===== src/sv/dtp_pkg.sv =====
`default_nettype none
package dtp_pkg;

	localparam int CharW = 8;
	localparam int IntW  = 32;
	localparam int FracW = 30;
	localparam int CntW  = 4;

	localparam logic [CntW-1:0]  MaxFracDigits = 4'd9;
	localparam logic [CharW-1:0] DotChar       = 8'h2E;
	localparam logic [CharW-1:0] ZeroChar      = 8'h30;
	localparam logic [CharW-1:0] NineChar      = 8'h39;

	typedef enum logic [1:0] {
		KIND_INVALID = 2'd0,
		KIND_INTEGER = 2'd1,
		KIND_DECIMAL = 2'd2
	} kind_t;

	typedef enum logic {
		PH_INT  = 1'b0,
		PH_FRAC = 1'b1
	} phase_t;

	// finished token, before the fraction is scaled
	typedef struct packed {
		kind_t             kind;
		logic [IntW-1:0]   integral;
		logic [FracW-1:0]  frac_acc;
		logic [CntW-1:0]   digits;
	} tok_t;

	// ten to the power of the missing fraction digits
	function automatic logic [FracW-1:0] scale_of(input logic [CntW-1:0] n);
		logic [FracW-1:0] s;
		unique case (n)
			4'd0:    s = 30'd1000000000;
			4'd1:    s = 30'd100000000;
			4'd2:    s = 30'd10000000;
			4'd3:    s = 30'd1000000;
			4'd4:    s = 30'd100000;
			4'd5:    s = 30'd10000;
			4'd6:    s = 30'd1000;
			4'd7:    s = 30'd100;
			4'd8:    s = 30'd10;
			default: s = 30'd1;
		endcase
		return s;
	endfunction

endpackage
`default_nettype wire


===== src/sv/decimal_token_parser_core.sv =====
`default_nettype none
// channel | dir | tdata                                     | tlast     | tuser
// s_      | in  | [7:0] char_code                           | last_char | -
// m_      | out | [31:0] whole_value, [61:32] fraction_nanos | -         | [1:0] kind
//
// one character per cycle sustained unless m_ stalls; m_tvalid rises once the last
// character has passed the input register, character step and scaling multiply
// the multiply-by-ten accumulate in the character step sets the pace
// reset clears the token state and all valid flags
// with m_ stalled, s_tready drops only once a last beat waits behind two held results
module decimal_token_parser_core
	import dtp_pkg::*;
(
	input  wire logic        clk,
	input  wire logic        arst_n,
	input  wire logic        s_tvalid,
	output logic             s_tready,
	input  wire logic [7:0]  s_tdata,   // [7:0] char_code
	input  wire logic        s_tlast,   // last_char
	output logic             m_tvalid,
	input  wire logic        m_tready,
	output logic [63:0]      m_tdata,   // [31:0] whole_value, [61:32] fraction_nanos
	output logic [1:0]       m_tuser    // [1:0] kind
);

	logic             valid_s1, last_s1;
	logic [CharW-1:0] char_s1;
	logic             valid_s2;
	tok_t             tok_s2;
	tok_t             tok;
	logic             out_valid_q;
	kind_t            kind_q;
	logic [IntW-1:0]  int_q;
	logic [FracW-1:0] frac_q;

	logic             out_free, s2_free, s1_take, s1_free;
	logic [FracW-1:0] prod;

	assign out_free = !out_valid_q || m_tready;
	assign s2_free  = !valid_s2 || out_free;
	// a beat without last needs no room downstream
	assign s1_take  = valid_s1 && (!last_s1 || s2_free);
	assign s1_free  = !valid_s1 || s1_take;
	assign s_tready = s1_free;

	dtp_accum u_accum (
		.clk       (clk),
		.arst_n    (arst_n),
		.take      (s1_take),
		.char_code (char_s1),
		.last_char (last_s1),
		.tok       (tok)
	);

	// only the low bits are kept
	assign prod = tok_s2.frac_acc * scale_of(tok_s2.digits);

	always_ff @(posedge clk or negedge arst_n) begin
		if (!arst_n) begin
			valid_s1    <= 1'b0;
			valid_s2    <= 1'b0;
			out_valid_q <= 1'b0;
		end else begin
			if (s1_free) begin
				valid_s1 <= s_tvalid;
			end
			if (s2_free) begin
				valid_s2 <= s1_take && last_s1;
			end
			if (out_free) begin
				out_valid_q <= valid_s2;
			end
		end
	end

	always_ff @(posedge clk) begin
		if (s1_free && s_tvalid) begin
			char_s1 <= s_tdata[CharW-1:0];
			last_s1 <= s_tlast;
		end
		if (s2_free && s1_take && last_s1) begin
			tok_s2 <= tok;
		end
		if (out_free && valid_s2) begin
			kind_q <= tok_s2.kind;
			int_q  <= tok_s2.integral;
			frac_q <= prod;
		end
	end

	assign m_tvalid = out_valid_q;
	assign m_tdata  = {2'b00, frac_q, int_q};
	assign m_tuser  = kind_q;

endmodule
`default_nettype wire


===== src/sv/dtp_accum.sv =====
`default_nettype none
module dtp_accum
	import dtp_pkg::*;
(
	input  wire logic             clk,
	input  wire logic             arst_n,
	input  wire logic             take,
	input  wire logic [CharW-1:0] char_code,
	input  wire logic             last_char,
	output tok_t                  tok
);

	phase_t            phase_q, phase_n;
	logic [IntW-1:0]   int_q, int_n;
	logic [FracW-1:0]  frac_q, frac_n;
	logic [CntW-1:0]   cnt_q, cnt_n;
	logic              err_q, err_n;

	logic              is_digit;
	logic [3:0]        digit;
	logic [IntW+3:0]   int_x10;
	logic [FracW-1:0]  frac_x10;

	assign is_digit = (char_code >= ZeroChar) && (char_code <= NineChar);
	assign digit    = 4'(char_code - ZeroChar);
	// times ten as shift-add, four extra bits show overflow
	assign int_x10  = {1'b0, int_q, 3'b000} + {3'b000, int_q, 1'b0} + {32'd0, digit};
	assign frac_x10 = {frac_q[FracW-4:0], 3'b000} + {frac_q[FracW-2:0], 1'b0}
	                  + {26'd0, digit};

	always_comb begin
		phase_n = phase_q;
		int_n   = int_q;
		frac_n  = frac_q;
		cnt_n   = cnt_q;
		err_n   = err_q;
		if (is_digit) begin
			if (phase_q == PH_INT) begin
				if (|int_x10[IntW+3:IntW]) begin
					err_n = 1'b1;
				end else begin
					int_n = int_x10[IntW-1:0];
				end
			end else if (cnt_q >= MaxFracDigits) begin
				err_n = 1'b1;
			end else begin
				frac_n = frac_x10;
				cnt_n  = cnt_q + 4'd1;
			end
		end else if (char_code == DotChar && phase_q == PH_INT) begin
			phase_n = PH_FRAC;
		end else begin
			err_n = 1'b1;
		end

		if (err_n) begin
			tok.kind     = KIND_INVALID;
			tok.integral = '0;
			tok.frac_acc = '0;
		end else if (phase_n == PH_INT) begin
			tok.kind     = KIND_INTEGER;
			tok.integral = int_n;
			tok.frac_acc = '0;
		end else begin
			tok.kind     = KIND_DECIMAL;
			tok.integral = int_n;
			tok.frac_acc = frac_n;
		end
		tok.digits = cnt_n;
	end

	always_ff @(posedge clk or negedge arst_n) begin
		if (!arst_n) begin
			phase_q <= PH_INT;
			int_q   <= '0;
			frac_q  <= '0;
			cnt_q   <= '0;
			err_q   <= 1'b0;
		end else if (take) begin
			if (last_char) begin
				phase_q <= PH_INT;
				int_q   <= '0;
				frac_q  <= '0;
				cnt_q   <= '0;
				err_q   <= 1'b0;
			end else begin
				phase_q <= phase_n;
				int_q   <= int_n;
				frac_q  <= frac_n;
				cnt_q   <= cnt_n;
				err_q   <= err_n;
			end
		end
	end

endmodule
`default_nettype wire


===== config.mk =====
export PLATFORM = sky130hd
export DESIGN_NAME = decimal_token_parser_core
export DESIGN_NICKNAME = d
export VERILOG_FILES = /design/src/sv/dtp_pkg.sv /design/src/sv/decimal_token_parser_core.sv /design/src/sv/dtp_accum.sv
export SDC_FILE = /design/constraint.sdc
export NUM_CORES = 2
export LEC_CHECK = 0
export BUFFER_PORTS_ARGS = -buffer_cell sky130_fd_sc_hd__buf_2
export CAP_MARGIN = 30
export CORE_ASPECT_RATIO = 1.75
export CORE_MARGIN = 2
export CORE_UTILIZATION = 50
export CTS_CLUSTER_DIAMETER = 30
export CTS_CLUSTER_SIZE = 20
export DETAILED_ROUTE_END_ITERATION = 10
export HOLD_SLACK_MARGIN = 0.12
export PLACE_DENSITY = 0.8
export SETUP_SLACK_MARGIN = 0.02
export SKIP_CTS_REPAIR_TIMING = 1
export SLEW_MARGIN = 20
export SYNTH_ARGS = -nofsm -noshare
export SYNTH_HDL_FRONTEND = slang
export SYNTH_SLANG_ARGS = --single-unit

===== constraint.sdc =====
create_clock -name clk -period 7.2 [get_ports clk]
set_input_delay 0.36 -clock clk [delete_from_list [all_inputs] [get_ports clk]]
set_output_delay 0.36 -clock clk [all_outputs]
set_load 0.1 [all_outputs]

# Word-level counts from Yosys, hierarchy flattened
# Memory sizes are Yosys's and may differ from the RTL's. A register that Yosys moved wholly into a read port is not among the register bits.
# Cells that the tools add are included.
# op_classes
n_addsub	6
n_mul	1
magnitude_cmp	3
n_eq_ne	1
n_mux	23
bitwise_logic	2
reduce_logical	18
# ops
operator	count
$mux 32	4
$mux 30	4
$mux 64	1
$add 35x33->36	1
$add 36x4->36	1
$add 30x30->30	1
$add 30x4->30	1
$mul 30x30->30	1
$mux 4	5
$mux 1	9
$eq 8x6->1 const B	1
$ge 8x6->1 const B	1
$le 8x6->1 const B	1
$logic_and 1x1->1	8
$add 4x1->4 const B	1
$ge 4x4->1 const B	1
$logic_not 1->1	4
$logic_or 1x1->1	4
$reduce_or 4->1	1
$sub 4x1->4 const B	1
$not 1->1	2
$reduce_or 2->1	1
# word_totals
register_bits	212
romBits	480
inputBits	13
out_inout_bits	68
elab_cells	72
mem_count	1
# memory_table
name	words	width	read_ports	rd_clocked_by_memory_dff	wr	line	text
(name not given)	16	30	1	1	0	dtp_pkg.sv:36	unique case (n)

# Logic depth before layout (Yosys ltp)
# depth
depth_word	8
depth_mapped	29
depth_no_buf	29

# Cells and area by module
# Synthesis repeated with hierarchy kept, for this count alone.
# hier_totals
hier_cells	2632
area_unflattened_um2	26133.8
# modules_own_cells
mod	n_inst	cells_per_inst	area_each_um2
decimal_token_parser_core	1	1777	18953.2
dtp_accum	1	855	7180.6

# Worst setup path after synthesis
# Ideal clock, no wire load.
# synth_path
kind	register to register
from	reg tok_s2[15] in the netlist's numbering
to	reg frac_q[29], data pin
t_arrival_ns	6.648
required_ns	6.941
setup_slack_ns	0.293
stages_incl_launch_ff	28
path_buffers	2
cell_sequence	edfxtp_1 clkbuf_1 clkbuf_1 and2_1 fa_1 fa_1 fa_1 inv_1 fa_1 inv_1 fa_1 inv_1 fa_1 inv_1 fa_1 inv_1 fa_1 inv_1 ha_1 a21oi_1 nor2_1 a41oi_1 a311oi_1 o31ai_1 a21oi_1 a21o_1 a21oi_1 xnor2_1
# synth_via
elab_chain_len	1
# synth_lines
element	line	text
start: declaration	decimal_token_parser_core.sv:29	tok_t tok_s2;
start signal: assignment	decimal_token_parser_core.sv:82	tok_s2 <= tok;
$mul 30x30->30	decimal_token_parser_core.sv:56	assign prod = tok_s2.frac_acc * scale_of(tok_s2.digits);
via prod[29]	decimal_token_parser_core.sv:37	logic [FracW-1:0] prod;
end signal: assignment	decimal_token_parser_core.sv:87	frac_q <= prod;
end: declaration	decimal_token_parser_core.sv:34	logic [FracW-1:0] frac_q;
# The timed path passes the listed nets, and every way through them passes these cells.
# A chain may end at the register's enable or synchronous reset.

# Worst setup path in the final report
# layout_path
from	reg tok_s2[9] in the netlist's numbering
to	reg frac_q[29], data pin
# Same word-level chain as after synthesis.

==> impl_metrics.env <==
export IMPL_cp_max_fo=4
export IMPL_async_flop_share_pct=30.2
export IMPL_synth_area_um2=26500
export IMPL_power_density_nw_per_um2=391
export IMPL_skew_ps=52.7
export IMPL_fp_coreArea_um2=52400
export IMPL_yosysTopAreaCell="fa_1"
export IMPL_synthCells=2709
export IMPL_rsz0062_at_grt="true"
export IMPL_clock_latency_ps=570
export IMPL_synth_edf_count=141
export IMPL_cts_tree="done"
export IMPL_start_kind="register"
export IMPL_timing_setup_tns_ps=0
export IMPL_tightest_slew_ps=955
export IMPL_track_usage_pct=26.4
export IMPL_clock_path_buffers=3
export IMPL_area_growth_pct=14.7
export IMPL_synth_xor_area_share_pct=4.19
export IMPL_synth_area_top_cells="fa_1, edfxtp_1, ha_1, and2_1, dfrtp_1"
export IMPL_clock_sinks=235
export IMPL_cts_buffers=42
export IMPL_worst_ep_arrival_time_ps=7360
export IMPL_grt_pass1_vias=22000
export IMPL_cts_htree_levels=2
export IMPL_ys_types=73
export IMPL_crit_path_top_delay_cell="fa_1"
export IMPL_place_ws_ps=-104
export IMPL_cpMostUsedCell="buf_4"
export IMPL_die_y_um=309
export IMPL_finalCoreUtilization_pct=58.1
export IMPL_end_kind="register"
export IMPL_grt_pass1_wl_mm=112
export IMPL_synth_compound_area_share_pct=9.79
export IMPL_port_buffers=78
export IMPL_yosys_area_share_simple_pct=15.4
export IMPL_fin_area_um2=30400
export IMPL_nFillCells=4262
export IMPL_grt_ovfl_total=0
export IMPL_min_path_type="input pin to register"
export IMPL_leakagePower_uw=0.0143
export IMPL_dieArea_um2=55000
export IMPL_multi_input_area_um2=18400
export IMPL_final_antenna_net_count=0
export IMPL_synthFlopType="edfxtp_1"
export IMPL_grt_max_degree=67
export IMPL_route_detailed_drc=0
export IMPL_fin_nets=3474
export IMPL_final_cell_mix="inv_1, fa_1, nand2_1, and2_1, ha_1"
export IMPL_slew_headroom_pct=36.4
export IMPL_die_w_um=178
export IMPL_routabilityCongestion=0.964
export IMPL_maxClockFrequency_ghz=0.141
export IMPL_ios=81
export IMPL_postSynthAreaPerCell_um2=9.79
export IMPL_clk_pin_slew_worst_paths_ps=60
export IMPL_seq_area_um2=6480
export IMPL_seq_area_frac_synth_pct=24.4
export IMPL_n_antenna_cell=0
export IMPL_final_max_slew_viol_count=0
export IMPL_setup_viol=0
export IMPL_first_pass_iters=6
export IMPL_vias_per_cell=5.58
export IMPL_yosysWarnings=0
export IMPL_fin_crit_ps=7090
export IMPL_vias=19900
export IMPL_drive_gt1_share_pct=13.5
export IMPL_wl_mm=71.5
export IMPL_slowest_delay_ps=610
export IMPL_start_util_pct=50.6
export IMPL_path_class="register to register"
export IMPL_post_drt_wl_per_cell_um=20.0
export IMPL_p_total_uw=11900
export IMPL_row_count=111
export IMPL_drv_cap=0
export IMPL_drtIter0Drc=1004
export IMPL_post_route_period_util_pct=98.5
export IMPL_worst_ep_required_time_ps=7470
export IMPL_antenna_found_initial=0
export IMPL_synth_seq_cells=235
export IMPL_dp_hpwl_mm=55.2
export IMPL_yosys_mux_area_fraction_pct=0.189
export IMPL_post_dp_cell_area_um2=28000
export IMPL_mostFrequentLayoutCell="inv_1"
export IMPL_synth_top_area_share_pct=26.9
export IMPL_ff2ff_setup_slack_ps=110
export IMPL_finalHoldViolCount=0
export IMPL_status="completed"
export IMPL_clockRootBuffer="clkbuf_16"
export IMPL_fin_ws_ps=107
export IMPL_synth_top_family_by_area="adder cells"
export IMPL_synthAdderAreaFrac_pct=38.4
export IMPL_ir_drop_v=0.000364
==> sequential cells by signal (all words and copies together), names as in the netlist, 2 cells and up, named ones only <==
name and flops:
tok_s2 68, int_q 32, u_accum.int_q 32, frac_q 30, u_accum.frac_q 30, char_s1 8
u_accum.cnt_q 4, m_tuser 2
==> where the power goes <==
group	leakage, uW	switching [uW]	total [uW]	internal [uW]
clock network	0.000743	804	2150	1350
registers	0.00249	140	1980	1840
logic	0.0111	4470	7780	3300
total	0.0143	5420	11900	6490
==> final cells by class <==
cell class              count  area share (%)
repair buffers            218            5.38
multi-input cells        1953            60.4
inverters                 411            5.07
clock buffers              45            3.53
well taps                 678            2.79
flip-flops and latches    235            21.3
clock inverters            33            1.54
==> metal layers <==
layer  track usage, %  vias up  part of all wire, %
li1                 -     8966                    -
met5                0        -                    0
met4             16.3        0                  6.9
met1             26.5     9940                   34
met2             50.7      716                   55
met3             3.15      308                  4.4
==> kinds of logic (layout without fill, tap and decap cells) <==
group                      after synthesis  in the layout
and+or+nand+nor                        824            824
buffers and inverters                  522            707
other                                    1              2
DFF                                    235            235
muxes                                    5              5
AOI/OAI and AO/OA                      395            395
adders and majority gates              600            600
xor gates and xnor gates               127            127
==> path summary, 6_finish.rpt <==
check | endpoint | startpoint | depth (start not counted)
max | frac_q[29]$_DFFE_PP_ | tok_s2[9]$_SDFFCE_PP0P_ | 28
min reg2reg | int_q[1]$_DFFE_PP_ | tok_s2[35]$_SDFFCE_PP0P_ | 0
max reg2reg | frac_q[29]$_DFFE_PP_ | tok_s2[9]$_SDFFCE_PP0P_ | 28
min | valid_s2$_DFFE_PN0P_ | m_tready | 4
max in group asynchronous | u_accum.int_q[16]$_DFFE_PN0P_ | arst_n | 4
min in group asynchronous | u_accum.frac_q[26]$_DFFE_PN0P_ | arst_n | 2
==> cell usage after synthesis, drive strengths merged (3+ instances only) <==
| cell type | instances |
|---|---|
| a211oi | 12 |
| a21boi | 24 |
| a21o | 28 |
| a21oi | 135 |
| a22o | 17 |
| a22oi | 4 |
| a31o | 3 |
| a31oi | 10 |
| a41oi | 3 |
| and2 | 298 |
| and3 | 9 |
| buf | 16 |
| clkbuf | 95 |
| dfrtp | 71 |
| dfxtp | 23 |
| edfxtp | 141 |
| fa | 357 |
| ha | 243 |
| inv | 411 |
| mux2i | 5 |
| nand2 | 338 |
| nand2b | 6 |
| nand3 | 21 |
| nand3b | 4 |
| nand4 | 6 |
| nor2 | 92 |
| nor2b | 10 |
| nor3 | 16 |
| nor3b | 3 |
| o2111ai | 5 |
| o211ai | 10 |
| o21a | 19 |
| o21ai | 85 |
| o21bai | 17 |
| o22ai | 4 |
| o31ai | 3 |
| or2 | 8 |
| or3 | 5 |
| xnor2 | 97 |
| xor2 | 30 |
==> through the flow <==
| step | instances | hold WS [ps] |
|---|---|---|
| after floorplan | 2710 | 64.4 |
| after global placement | 3447 | 186 |
| after detailed placement | 3447 | 185 |
| after CTS | 3525 | -399 |
| after global routing | 3573 | 179 |
| final | 3573 | 162 |
==> critical path, delay by kind of cell (launching register included) <==
family	cells	cell delay, ps
fa+ha+maj	9	3570
compound gates	10	1620
buf+inv	7	880
flops	1	440
simple gates	1	150
xor+xnor	1	130
(Power assumes the default switching activity.)
